[config.mk]
export PLATFORM = sky130hd
export DESIGN_NAME = audio_agc_hang_attack
export DESIGN_NICKNAME = d
export VERILOG_FILES = /design/src/sv/agc_pkg.sv /design/src/sv/agc_mul.sv /design/src/sv/agc_dp.sv /design/src/sv/agc_ctrl.sv /design/src/sv/audio_agc_hang_attack.sv
export SDC_FILE = /design/constraint.sdc
export NUM_CORES = 2
export LEC_CHECK = 0
export BUFFER_PORTS_ARGS = -buffer_cell sky130_fd_sc_hd__buf_4
export CORE_AREA = 4 4 277 252
export DETAILED_ROUTE_END_ITERATION = 10
export DIE_AREA = 0 0 281 256
export PLACE_DENSITY = 0.88
export SLEW_MARGIN = 5
export SYNTH_ARGS = -nofsm -noshare
export SYNTH_HDL_FRONTEND = slang
export SYNTH_SLANG_ARGS = --single-unit
[constraint.sdc]
create_clock -name i_clk -period 10.7 [get_ports i_clk]
set_clock_uncertainty 0.2 [all_clocks]
set_input_delay 1.605 -clock i_clk [delete_from_list [all_inputs] [get_ports i_clk]]
set_output_delay 1.605 -clock i_clk [all_outputs]
set_load 0.03 [all_outputs]
[src/sv/agc_pkg.sv]
// agc_pkg: shared types and constants for the hang/attack AGC block.
// Holds the controller state, datapath command/status structs and reset values.
// No dependencies.
package agc_pkg;

    localparam int SAMPLE_W = 16;
    localparam int MAG_W    = 16;
    localparam int LVL_W    = 15;
    localparam int RATE_W   = 16;
    localparam int CNT_W    = 15;
    localparam int GAIN_W   = 33;
    localparam int ALPHA_W  = 17;
    localparam int QUO_W    = 31;
    localparam int MUL_A_W  = 33;
    localparam int MUL_B_W  = 17;
    localparam int PROD_W   = 50;
    localparam int DIVC_W   = 5;
    localparam int CFG_IDX_W = 3;

    localparam logic [DIVC_W-1:0] DIV_LAST = DIVC_W'(QUO_W - 1);

    localparam logic [CFG_IDX_W-1:0] CFG_REF_LEVEL = 3'd0;
    localparam logic [CFG_IDX_W-1:0] CFG_ATTACK    = 3'd1;
    localparam logic [CFG_IDX_W-1:0] CFG_DECAY     = 3'd2;
    localparam logic [CFG_IDX_W-1:0] CFG_MAX_GAIN  = 3'd3;
    localparam logic [CFG_IDX_W-1:0] CFG_HANG      = 3'd4;
    localparam logic [CFG_IDX_W-1:0] CFG_WAIT      = 3'd5;
    localparam logic [CFG_IDX_W-1:0] CFG_ALPHA     = 3'd6;

    localparam logic [LVL_W-1:0]   RST_REF_LEVEL = 15'd6554;
    localparam logic [RATE_W-1:0]  RST_ATTACK    = 16'd655;
    localparam logic [RATE_W-1:0]  RST_DECAY     = 16'd7;
    localparam logic [GAIN_W-1:0]  RST_MAX_GAIN  = 33'h1_0000_0000;
    localparam logic [CNT_W-1:0]   RST_HANG      = 15'd200;
    localparam logic [CNT_W-1:0]   RST_WAIT      = 15'd0;
    localparam logic [ALPHA_W-1:0] RST_ALPHA     = 17'd65470;

    localparam logic [GAIN_W-1:0]  GAIN_ONE  = 33'd65536;
    localparam logic [GAIN_W-1:0]  GAIN_TOP  = 33'h1_0000_0000;
    localparam logic [ALPHA_W-1:0] ALPHA_ONE = 17'd65536;

    typedef enum logic [2:0] {
        ST_IDLE,
        ST_DIV,
        ST_DECIDE,
        ST_MSTEP,
        ST_MFILT,
        ST_MOUT
    } t_state;

    typedef enum logic [1:0] {
        MS_STEP,
        MS_FILT,
        MS_OUT
    } t_mul_sel;

    typedef enum logic [1:0] {
        MP_IDLE,
        MP_LO,
        MP_HI,
        MP_SUM
    } t_mul_phase;

    typedef struct packed {
        logic     load;
        logic     div_step;
        logic     decide;
        logic     apply;
        logic     filt;
        logic     out_write;
        logic     mul_start;
        t_mul_sel mul_sel;
    } t_cmd;

    typedef struct packed {
        logic mag_zero;
        logic mul_done;
    } t_stat;

endpackage

[src/sv/agc_mul.sv]
// agc_mul: shared 33x17 unsigned multiplier, two 17x17 partial products.
// Operands are read live during the LO and HI phases; product held until next start.
// Depends on agc_pkg.
module agc_mul (
    input  logic                          i_clk,
    input  logic                          i_rst_n,
    input  logic                          i_start,
    input  logic [agc_pkg::MUL_A_W-1:0]   i_a,
    input  logic [agc_pkg::MUL_B_W-1:0]   i_b,
    output logic                          o_done,
    output logic [agc_pkg::PROD_W-1:0]    o_p
);

    agc_pkg::t_mul_phase r_phase, n_phase;
    logic        r_done;
    logic [33:0] r_lo;
    logic [32:0] r_hi;
    logic [agc_pkg::PROD_W-1:0] r_p;
    logic [16:0] mop;
    logic [33:0] prod;

    always_comb begin
        n_phase = r_phase;
        unique case (r_phase)
            agc_pkg::MP_IDLE: if (i_start) n_phase = agc_pkg::MP_LO;
            agc_pkg::MP_LO:   n_phase = agc_pkg::MP_HI;
            agc_pkg::MP_HI:   n_phase = agc_pkg::MP_SUM;
            agc_pkg::MP_SUM:  n_phase = agc_pkg::MP_IDLE;
            default:          n_phase = agc_pkg::MP_IDLE;
        endcase
    end

    assign mop  = (r_phase == agc_pkg::MP_LO) ? i_a[16:0] : {1'b0, i_a[32:17]};
    assign prod = {17'd0, mop} * {17'd0, i_b};

    always_ff @(posedge i_clk) begin
        if (!i_rst_n) begin
            r_phase <= agc_pkg::MP_IDLE;
            r_done  <= 1'b0;
        end else begin
            r_phase <= n_phase;
            if (r_phase == agc_pkg::MP_IDLE && i_start) begin
                r_done <= 1'b0;
            end else if (r_phase == agc_pkg::MP_SUM) begin
                r_done <= 1'b1;
            end
        end
    end

    always_ff @(posedge i_clk) begin
        if (r_phase == agc_pkg::MP_LO) begin
            r_lo <= prod;
        end
        if (r_phase == agc_pkg::MP_HI) begin
            r_hi <= prod[32:0];
        end
        if (r_phase == agc_pkg::MP_SUM) begin
            r_p <= {16'd0, r_lo} + {r_hi, 17'd0};
        end
    end

    assign o_done = r_done;
    assign o_p    = r_p;

endmodule

[src/sv/agc_dp.sv]
// agc_dp: AGC datapath - config registers, gain/peak/hang/wait state,
// bit-serial divider, step/filter/output arithmetic. Depends on agc_pkg, agc_mul.
module agc_dp (
    input  logic                             i_clk,
    input  logic                             i_rst_n,
    input  agc_pkg::t_cmd                    i_cmd,
    output agc_pkg::t_stat                   o_stat,
    input  logic                             i_cfg_we,
    input  logic [agc_pkg::CFG_IDX_W-1:0]    i_cfg_index,
    input  logic [agc_pkg::GAIN_W-1:0]       i_cfg_data,
    input  logic signed [agc_pkg::SAMPLE_W-1:0] i_sample_in,
    output logic signed [agc_pkg::SAMPLE_W-1:0] o_sample_out,
    output logic [agc_pkg::GAIN_W-1:0]       o_gain_now
);

    // config
    logic [agc_pkg::LVL_W-1:0]   r_cfg_ref;
    logic [agc_pkg::RATE_W-1:0]  r_cfg_attack;
    logic [agc_pkg::RATE_W-1:0]  r_cfg_decay;
    logic [agc_pkg::GAIN_W-1:0]  r_cfg_max;
    logic [agc_pkg::CNT_W-1:0]   r_cfg_hang;
    logic [agc_pkg::CNT_W-1:0]   r_cfg_wait;
    logic [agc_pkg::ALPHA_W-1:0] r_cfg_alpha;

    // state
    logic [agc_pkg::GAIN_W-1:0]  r_gain_reg;
    logic [agc_pkg::MAG_W-1:0]   r_peak;
    logic [agc_pkg::CNT_W-1:0]   r_hang;
    logic [agc_pkg::CNT_W-1:0]   r_wait;

    // per-word working registers
    logic                        r_sign;
    logic [agc_pkg::MAG_W-1:0]   r_mag;
    logic [agc_pkg::MAG_W-1:0]   r_rem;
    logic [agc_pkg::QUO_W-1:0]   r_dq;
    logic                        r_err_neg;
    logic [agc_pkg::GAIN_W-1:0]  r_err_mag;
    logic [agc_pkg::RATE_W-1:0]  r_rate;
    logic                        r_step_en;
    logic [agc_pkg::GAIN_W-1:0]  r_gain_c;
    logic signed [agc_pkg::SAMPLE_W-1:0] r_sample_out;
    logic [agc_pkg::GAIN_W-1:0]  r_gain_now;

    logic [agc_pkg::MAG_W-1:0]   in_mag;
    logic [16:0]                 div_t;
    logic                        div_ge;
    logic [16:0]                 div_r;

    logic signed [34:0]          err;
    logic                        err_neg;
    logic [34:0]                 err_abs;
    logic                        new_peak;
    logic [agc_pkg::CNT_W-1:0]   wait_eff;
    logic [agc_pkg::MAG_W-1:0]   d_peak;
    logic [agc_pkg::CNT_W-1:0]   d_wait;
    logic [agc_pkg::CNT_W-1:0]   d_hang;
    logic                        d_step_en;
    logic [agc_pkg::RATE_W-1:0]  d_rate;

    logic [agc_pkg::PROD_W-1:0]  mul_rnd;
    logic [33:0]                 step_mag;
    logic signed [35:0]          gain_s;
    logic [agc_pkg::GAIN_W-1:0]  gain_c;

    logic [agc_pkg::ALPHA_W-1:0] alpha_eff;
    logic [agc_pkg::ALPHA_W-1:0] coef;
    logic [33:0]                 g_sum;
    logic [agc_pkg::GAIN_W-1:0]  g_new;

    logic [33:0]                 q;
    logic [agc_pkg::SAMPLE_W-1:0] out_v;

    logic [agc_pkg::MUL_A_W-1:0] mul_a;
    logic [agc_pkg::MUL_B_W-1:0] mul_b;
    logic                        mul_done;
    logic [agc_pkg::PROD_W-1:0]  mul_p;

    agc_mul u_mul (
        .i_clk   (i_clk),
        .i_rst_n (i_rst_n),
        .i_start (i_cmd.mul_start),
        .i_a     (mul_a),
        .i_b     (mul_b),
        .o_done  (mul_done),
        .o_p     (mul_p)
    );

    assign in_mag = i_sample_in[15] ? (16'd0 - i_sample_in) : i_sample_in;

    // restoring divide, one quotient bit per step
    assign div_t  = {r_rem, r_dq[agc_pkg::QUO_W-1]};
    assign div_ge = div_t >= {1'b0, r_mag};
    assign div_r  = div_ge ? (div_t - {1'b0, r_mag}) : div_t;

    // error and counter decisions
    assign err     = $signed({4'd0, r_dq}) - $signed({2'd0, r_gain_reg});
    assign err_neg = err[34];
    assign err_abs = err_neg ? (35'd0 - err) : err;
    assign new_peak = r_peak < r_mag;
    assign wait_eff = new_peak ? r_cfg_wait : r_wait;

    always_comb begin
        d_peak    = r_peak;
        d_wait    = r_wait;
        d_hang    = r_hang;
        d_step_en = 1'b0;
        d_rate    = r_cfg_decay;
        if (err_neg) begin
            if (new_peak) begin
                d_peak = r_mag;
            end
            if (wait_eff != '0) begin
                d_wait = wait_eff - 1'b1;
            end else begin
                d_wait    = wait_eff;
                d_step_en = 1'b1;
                d_rate    = r_cfg_attack;
                d_hang    = r_cfg_hang;
            end
        end else begin
            if (r_hang != '0) begin
                d_hang = r_hang - 1'b1;
            end else begin
                d_step_en = 1'b1;
            end
        end
    end

    // step, floor toward minus infinity, then clamp
    assign mul_rnd  = mul_p + agc_pkg::PROD_W'(16'hFFFF);
    assign step_mag = r_err_neg ? mul_rnd[49:16] : mul_p[49:16];

    always_comb begin
        if (!r_step_en) begin
            gain_s = $signed({3'd0, r_gain_reg});
        end else if (r_err_neg) begin
            gain_s = $signed({3'd0, r_gain_reg}) - $signed({2'd0, step_mag});
        end else begin
            gain_s = $signed({3'd0, r_gain_reg}) + $signed({2'd0, step_mag});
        end
        if (gain_s[35]) begin
            gain_c = '0;
        end else if (gain_s[34:0] > {2'd0, r_cfg_max}) begin
            gain_c = r_cfg_max;
        end else begin
            gain_c = gain_s[32:0];
        end
    end

    // smoothing filter
    assign alpha_eff = (r_cfg_alpha > agc_pkg::ALPHA_ONE) ? agc_pkg::ALPHA_ONE : r_cfg_alpha;
    assign coef      = agc_pkg::ALPHA_ONE - alpha_eff;
    assign g_sum     = {1'b0, r_gain_c} + mul_p[49:16];
    assign g_new     = (g_sum > {1'b0, agc_pkg::GAIN_TOP}) ? agc_pkg::GAIN_TOP : g_sum[32:0];

    // output scaling and saturation
    assign q = mul_p[49:16];
    always_comb begin
        if (r_sign) begin
            out_v = (q > 34'd32768) ? 16'h8000 : (16'd0 - q[15:0]);
        end else begin
            out_v = (q > 34'd32767) ? 16'h7FFF : q[15:0];
        end
    end

    always_comb begin
        unique case (i_cmd.mul_sel)
            agc_pkg::MS_STEP: begin
                mul_a = r_err_mag;
                mul_b = {1'b0, r_rate};
            end
            agc_pkg::MS_FILT: begin
                mul_a = r_gain_reg;
                mul_b = coef;
            end
            agc_pkg::MS_OUT: begin
                mul_a = r_gain_reg;
                mul_b = {1'b0, r_mag};
            end
            default: begin
                mul_a = '0;
                mul_b = '0;
            end
        endcase
    end

    always_ff @(posedge i_clk) begin
        if (!i_rst_n) begin
            r_cfg_ref    <= agc_pkg::RST_REF_LEVEL;
            r_cfg_attack <= agc_pkg::RST_ATTACK;
            r_cfg_decay  <= agc_pkg::RST_DECAY;
            r_cfg_max    <= agc_pkg::RST_MAX_GAIN;
            r_cfg_hang   <= agc_pkg::RST_HANG;
            r_cfg_wait   <= agc_pkg::RST_WAIT;
            r_cfg_alpha  <= agc_pkg::RST_ALPHA;
        end else if (i_cfg_we) begin
            case (i_cfg_index)
                agc_pkg::CFG_REF_LEVEL: r_cfg_ref    <= i_cfg_data[14:0];
                agc_pkg::CFG_ATTACK:    r_cfg_attack <= i_cfg_data[15:0];
                agc_pkg::CFG_DECAY:     r_cfg_decay  <= i_cfg_data[15:0];
                agc_pkg::CFG_MAX_GAIN:  r_cfg_max    <= i_cfg_data;
                agc_pkg::CFG_HANG:      r_cfg_hang   <= i_cfg_data[14:0];
                agc_pkg::CFG_WAIT:      r_cfg_wait   <= i_cfg_data[14:0];
                agc_pkg::CFG_ALPHA:     r_cfg_alpha  <= i_cfg_data[16:0];
                default: ;
            endcase
        end
    end

    always_ff @(posedge i_clk) begin
        if (!i_rst_n) begin
            r_gain_reg <= agc_pkg::GAIN_ONE;
            r_peak     <= '0;
            r_hang     <= '0;
            r_wait     <= '0;
        end else begin
            if (i_cmd.decide) begin
                r_peak <= d_peak;
                r_hang <= d_hang;
                r_wait <= d_wait;
            end
            if (i_cmd.filt) begin
                r_gain_reg <= g_new;
            end
        end
    end

    always_ff @(posedge i_clk) begin
        if (i_cmd.load) begin
            r_sign    <= i_sample_in[15];
            r_mag     <= in_mag;
            r_rem     <= '0;
            r_dq      <= {r_cfg_ref, 16'd0};
            r_step_en <= 1'b0;
        end
        if (i_cmd.div_step) begin
            r_rem <= div_r[15:0];
            r_dq  <= {r_dq[agc_pkg::QUO_W-2:0], div_ge};
        end
        if (i_cmd.decide) begin
            r_err_neg <= err_neg;
            r_err_mag <= err_abs[32:0];
            r_rate    <= d_rate;
            r_step_en <= d_step_en;
        end
        if (i_cmd.apply) begin
            r_gain_c <= gain_c;
        end
        if (i_cmd.out_write) begin
            r_sample_out <= out_v;
            r_gain_now   <= r_gain_reg;
        end
    end

    assign o_stat.mag_zero = (r_mag == '0);
    assign o_stat.mul_done = mul_done;
    assign o_sample_out    = r_sample_out;
    assign o_gain_now      = r_gain_now;

endmodule

[src/sv/agc_ctrl.sv]
// agc_ctrl: AGC sequencer - input/output handshakes, divide step count,
// multiplier hand-offs. Depends on agc_pkg.
module agc_ctrl (
    input  logic           i_clk,
    input  logic           i_rst_n,
    input  logic           i_in_valid,
    output logic           o_in_ready,
    output logic           o_out_valid,
    input  logic           i_out_ready,
    output agc_pkg::t_cmd  o_cmd,
    input  agc_pkg::t_stat i_stat
);

    agc_pkg::t_state r_state, n_state;
    logic [agc_pkg::DIVC_W-1:0] r_cnt, n_cnt;
    logic r_out_valid, n_out_valid;

    always_ff @(posedge i_clk) begin
        if (!i_rst_n) begin
            r_state     <= agc_pkg::ST_IDLE;
            r_cnt       <= '0;
            r_out_valid <= 1'b0;
        end else begin
            r_state     <= n_state;
            r_cnt       <= n_cnt;
            r_out_valid <= n_out_valid;
        end
    end

    always_comb begin
        n_state    = r_state;
        n_cnt      = r_cnt;
        o_in_ready = 1'b0;
        o_cmd      = '0;
        unique case (r_state)
            agc_pkg::ST_MFILT: o_cmd.mul_sel = agc_pkg::MS_FILT;
            agc_pkg::ST_MOUT:  o_cmd.mul_sel = agc_pkg::MS_OUT;
            default:           o_cmd.mul_sel = agc_pkg::MS_STEP;
        endcase

        unique case (r_state)
            agc_pkg::ST_IDLE: begin
                o_in_ready = 1'b1;
                if (i_in_valid) begin
                    o_cmd.load = 1'b1;
                    n_cnt      = '0;
                    n_state    = agc_pkg::ST_DIV;
                end
            end
            agc_pkg::ST_DIV: begin
                if (i_stat.mag_zero) begin
                    o_cmd.apply     = 1'b1;
                    o_cmd.mul_start = 1'b1;
                    n_state         = agc_pkg::ST_MFILT;
                end else begin
                    o_cmd.div_step = 1'b1;
                    if (r_cnt == agc_pkg::DIV_LAST) begin
                        n_state = agc_pkg::ST_DECIDE;
                    end else begin
                        n_cnt = r_cnt + 1'b1;
                    end
                end
            end
            agc_pkg::ST_DECIDE: begin
                o_cmd.decide    = 1'b1;
                o_cmd.mul_start = 1'b1;
                n_state         = agc_pkg::ST_MSTEP;
            end
            agc_pkg::ST_MSTEP: begin
                if (i_stat.mul_done) begin
                    o_cmd.apply     = 1'b1;
                    o_cmd.mul_start = 1'b1;
                    n_state         = agc_pkg::ST_MFILT;
                end
            end
            agc_pkg::ST_MFILT: begin
                if (i_stat.mul_done) begin
                    o_cmd.filt      = 1'b1;
                    o_cmd.mul_start = 1'b1;
                    n_state         = agc_pkg::ST_MOUT;
                end
            end
            agc_pkg::ST_MOUT: begin
                if (i_stat.mul_done && (!r_out_valid || i_out_ready)) begin
                    o_cmd.out_write = 1'b1;
                    n_state         = agc_pkg::ST_IDLE;
                end
            end
            default: n_state = agc_pkg::ST_IDLE;
        endcase
    end

    always_comb begin
        if (o_cmd.out_write) begin
            n_out_valid = 1'b1;
        end else if (i_out_ready) begin
            n_out_valid = 1'b0;
        end else begin
            n_out_valid = r_out_valid;
        end
    end

    assign o_out_valid = r_out_valid;

endmodule

[src/sv/audio_agc_hang_attack.sv]
// audio_agc_hang_attack: automatic gain control with hang and attack wait.
// Input channel: i_in_valid/o_in_ready with i_sample_in (signed Q1.15). One word in
// gives one word out: o_sample_out (gain*x, saturated Q1.15) and o_gain_now (Q17.16).
// Config channel: i_cfg_valid/o_cfg_ready, i_cfg_index selects the register
// (0 reference, 1 attack rate, 2 decay rate, 3 max gain, 4 hang, 5 attack wait,
// 6 filter alpha); o_cfg_ready is always high. Write only while idle.
// Processing: a nonzero sample goes through the 31-step bit-serial divide of
// reference by |x|, then three passes through the shared 33x17 multiplier (step,
// filter, output). A zero sample skips the divide and the step pass.
// A new word is taken only once the current one has been written to the output
// register; one word is in flight at a time.
// The result sits in an output register; the next word is accepted and worked on
// while it waits. If the receiver stalls, the block parks before writing the output
// register until it frees up.
// Reset (synchronous, active low) restores the register defaults, gain 1.0 and
// clears peak, hang and wait counters; no output is pending after reset.
// Depends on agc_pkg, agc_ctrl, agc_dp.
module audio_agc_hang_attack (
    input  logic                              i_clk,
    input  logic                              i_rst_n,
    input  logic                              i_in_valid,
    output logic                              o_in_ready,
    input  logic signed [agc_pkg::SAMPLE_W-1:0] i_sample_in,
    output logic                              o_out_valid,
    input  logic                              i_out_ready,
    output logic signed [agc_pkg::SAMPLE_W-1:0] o_sample_out,
    output logic [agc_pkg::GAIN_W-1:0]        o_gain_now,
    input  logic                              i_cfg_valid,
    output logic                              o_cfg_ready,
    input  logic [agc_pkg::CFG_IDX_W-1:0]     i_cfg_index,
    input  logic [agc_pkg::GAIN_W-1:0]        i_cfg_data
);

    agc_pkg::t_cmd  cmd;
    agc_pkg::t_stat stat;
    logic           cfg_we;

    assign o_cfg_ready = 1'b1;
    assign cfg_we      = i_cfg_valid & o_cfg_ready;

    agc_ctrl u_ctrl (
        .i_clk       (i_clk),
        .i_rst_n     (i_rst_n),
        .i_in_valid  (i_in_valid),
        .o_in_ready  (o_in_ready),
        .o_out_valid (o_out_valid),
        .i_out_ready (i_out_ready),
        .o_cmd       (cmd),
        .i_stat      (stat)
    );

    agc_dp u_dp (
        .i_clk        (i_clk),
        .i_rst_n      (i_rst_n),
        .i_cmd        (cmd),
        .o_stat       (stat),
        .i_cfg_we     (cfg_we),
        .i_cfg_index  (i_cfg_index),
        .i_cfg_data   (i_cfg_data),
        .i_sample_in  (i_sample_in),
        .o_sample_out (o_sample_out),
        .o_gain_now   (o_gain_now)
    );

endmodule

==> flow_summary_export.csv <==
group,metric,value,unit
run_status,outcome,"complete, no violations",
place,dp_hpwl,98300,um
clocking,htreeDepth,2,
synthesis,syn_area_per_cell,8.93,sq um
clocking,cts.path.max_buffers,3,
synthesis,synth.yosys.seq_area_share,32.5,%
drt,wl_per_cell,22.7,um
floorplanning,initial_utilization,63.5,%
worst_setup_path,critical-path-max-stage-delay,0.83,ns
sta,max_slew.worst_pin.slew,1.29,ns
worst_setup_path,timing.critical_path.max_delay_family,"adder cells",
worst_hold_path,origin_of_the_worst_min_delay_path,"u_dp.u_mul.r_lo[6]",
clocking,ctsResizeCount,0,
drt,drtPass1Iterations,7,
synthesis,synth_edf_count,314,
worst_hold_path,hold_class,"reg -> reg",
drt,drcViolationCount,0,
sta,finalSetupViolations,0,
synthesis,synth.net_count,5372,
worst_setup_path,reg2regPathDepth,27,
drt,post_dr_vias_cell,6.42,
sta,whs,0.204,ns
synthesis,synth_cells,4747,
worst_setup_path,critPathCaptureType,"flip-flop",
finish,nNetsFinal,5409,
floorplanning,num_io_pins,109,
place,placement.io_buffers,107,
drt,dr.first_iter.drc_count,4384,
worst_setup_path,critPathRequiredTime,10.85,ns
worst_setup_path,worstPathBufferInverterCount,4,
clocking,number_of_sinks_on_the_clock_net,532,
clocking,worst_skew_pair.late_latency,0.65,ns
place,gp_routability_congestion,1.02,
clocking,clock-root-buffer,"clkbuf_16",
worst_hold_path,holdPathEnd,"u_dp.u_mul.o_p[6]",
clocking,tritoncts,"yes",
drt,routed-via-count,36665,
synthesis,yosys_register_bits,532,
worst_setup_path,crit_top_cell,"fa_1",
sta,final_hold_vios,0,
floorplanning,placeable_core_region,66800,sq um
floorplanning,die_height,256,um
global_route,grt_pass1_vias,35461,
worst_setup_path,timing.critical_path.arrival,9.90,ns
sta,max-slew-margin-rel,14.0,%
synthesis,mappedNetlistArea,42400,sq um
drt,totalWireLength,129000,um
worst_hold_path,worstHoldPathCells,0,
floorplanning,rows,90,
worst_setup_path,timing.reg2reg.setup_slack,0.95,ns
sta,post-route-period-util,91.1,%
global_route,first_pass_grt_wire_length,199000,um
sta,fmax,0.103,GHz
job,maxCapViolations,0,
clocking,cts-buffers-inserted,55,
worst_setup_path,crit_path_max_fanout,32,
clocking,clkSlewWorstSetupHoldPaths,0.06,ns
global_route,grt_util_all_layers,35.4,%
finish,syn_to_final_growth,8.46,%
finish,layout.cells.most_common_list,"689 x nand2_1, 482 x inv_1, 365 x a21oi_1",
floorplanning,die_area,71900,sq um
sta,rsz0062_at_grt,"false",
sta,final.min_clock_period,9.75,ns
global_route,grt_max_degree,83,
worst_setup_path,crit_path_top_delay_cell,"nor2_1",
sta,maxSlewViolCount,0,
drt,detail-route-antenna-nets,0,
finish,area.sequential,13800,sq um
worst_setup_path,worstSetupStartpointType,"flip-flop",
sta,finalSetupTns,0,ns
worst_setup_path,rr_startpoint,"u_ctrl.r_state[1]",
finish,final.fill_count,5053,
floorplanning,die_w,281,um
global_route,grt_antenna_before_repair,4,
worst_setup_path,r2r-end,"u_dp.u_mul.r_lo[31]",
finish,multiInputGateArea,26000,sq um
global_route,grt.overflow.total,0,
finish,largest_reg_flops,50,
clocking,post-cts-setup-buffer-count,0,
clocking,hold_bufs_at_cts,0,
finish,fin_cells,5707,
finish,final_layout_size_suffix_gt1_share,7.45,%
synthesis,unique_cell_type_count_in_the_yosys_netlist,104,
finish,layout_commonest_cell,"nand2_1",
place,place_inst,5601,
synthesis,yosys_most_used_dff,"edfxtp_1",
worst_setup_path,critPathKind,"reg -> reg",
synthesis,ys.warnings.count,0,
synthesis,postSynth.asyncResetShare,0,%
cell usage after synthesis (all sizes together) (8+ instances only):
cell	n	share of area (%)
nand2	692	6.1
inv	487	4.3
a21oi	367	4.3
ha	338	10
nor2	329	2.9
edfxtp	314	22
fa	230	11
dfxtp	218	10
clkbuf	178	1.6
o21ai	169	2.0
xnor2	146	3.0
nor3	108	1.3
xor2	94	2.0
nand3	89	1.1
a21o	80	1.4
and2	64	0.94
and3	53	0.78
nand2b	51	0.75
a22oi	48	0.85
mux2i	48	1.1
or3	43	0.63
nor2b	41	0.61
nand4	39	0.58
mux2	38	1.0
a211oi	36	0.66
nor4	35	0.57
o21bai	28	0.50
a31oi	27	0.40
a32o	24	0.57
o211ai	24	0.43
buf	22	0.26
o21a	22	0.39
o22ai	22	0.32
o31ai	22	0.40
o41ai	14	0.33
nand3b	13	0.23
a21boi	12	0.21
a222oi	12	0.28
o31a	12	0.25
o311ai	11	0.23
nor3b	10	0.18
or2	10	0.15
or4	10	0.18
a221oi	9	0.22
o211a	8	0.19
how the worst max path moves through the flow:
stage / startpoint / endpoint / slack (ns) / cells after the start
6_report: u_ctrl.r_state[1] / u_dp.u_mul.r_lo[31] / 0.95 / 27
2_1_floorplan: u_dp.u_mul.r_phase[1] / u_dp.u_mul.r_hi[31] / 1.80 / 29
3_3_place_gp: u_dp.r_cfg_alpha[5] / u_dp.u_mul.r_lo[31] / 1.29 / 32
4_1_cts: u_dp.r_cfg_alpha[11] / u_dp.u_mul.r_lo[31] / 1.02 / 30
3_5_place_dp: u_dp.r_cfg_alpha[11] / u_dp.u_mul.r_hi[31] / 1.08 / 30
5_1_grt: u_dp.r_cfg_alpha[16] / u_dp.u_mul.r_hi[31] / 0.34 / 34
per-layer routing:
metal / up-vias / track usage (%) / wire length [um]
met2: 2192 / 52.7 / 55300
met3: 533 / 8.19 / 15300
met4: 2 / 22.1 / 9670
met1: 17375 / 46.8 / 49200
met5: - / 0 / 13
li1: 16563 / - / -
stage by stage:
stage | setup WS, ns | area [sq um] | utilization, %
global placement | 1.29 | 44100 | 66.1
finish | 0.948 | 46000 | 68.8
global route | 0.342 | 46000 | 68.8
detailed placement | 1.08 | 44100 | 66.1
floorplan | 1.80 | 42400 | -
CTS | 1.02 | 46000 | 68.8
final cells by class:
class / instances / share of cell area, %
well taps: 874 / 2.38
multi-input cells: 3528 / 56.6
repair buffers: 180 / 2.94
flip-flops and latches: 532 / 30.0
clock inverters: 21 / 0.400
diodes: 2 / 0.0109
inverters: 487 / 3.98
clock buffers: 83 / 3.65
logic make-up after synthesis:
kind of cell / synth area share, %
AO/OA/AOI/OAI: 16.0
XOR/XNOR: 4.98
adder cells (fa/ha/maj): 20.8
buffers and inverters: 6.15
flip-flops: 32.5
multiplexers: 2.14
other: 0.00885
AND/OR/NAND/NOR: 17.4
Power is not shown: default switching activity piles up to over one toggle a cycle in this logic, so the estimate is an artifact.
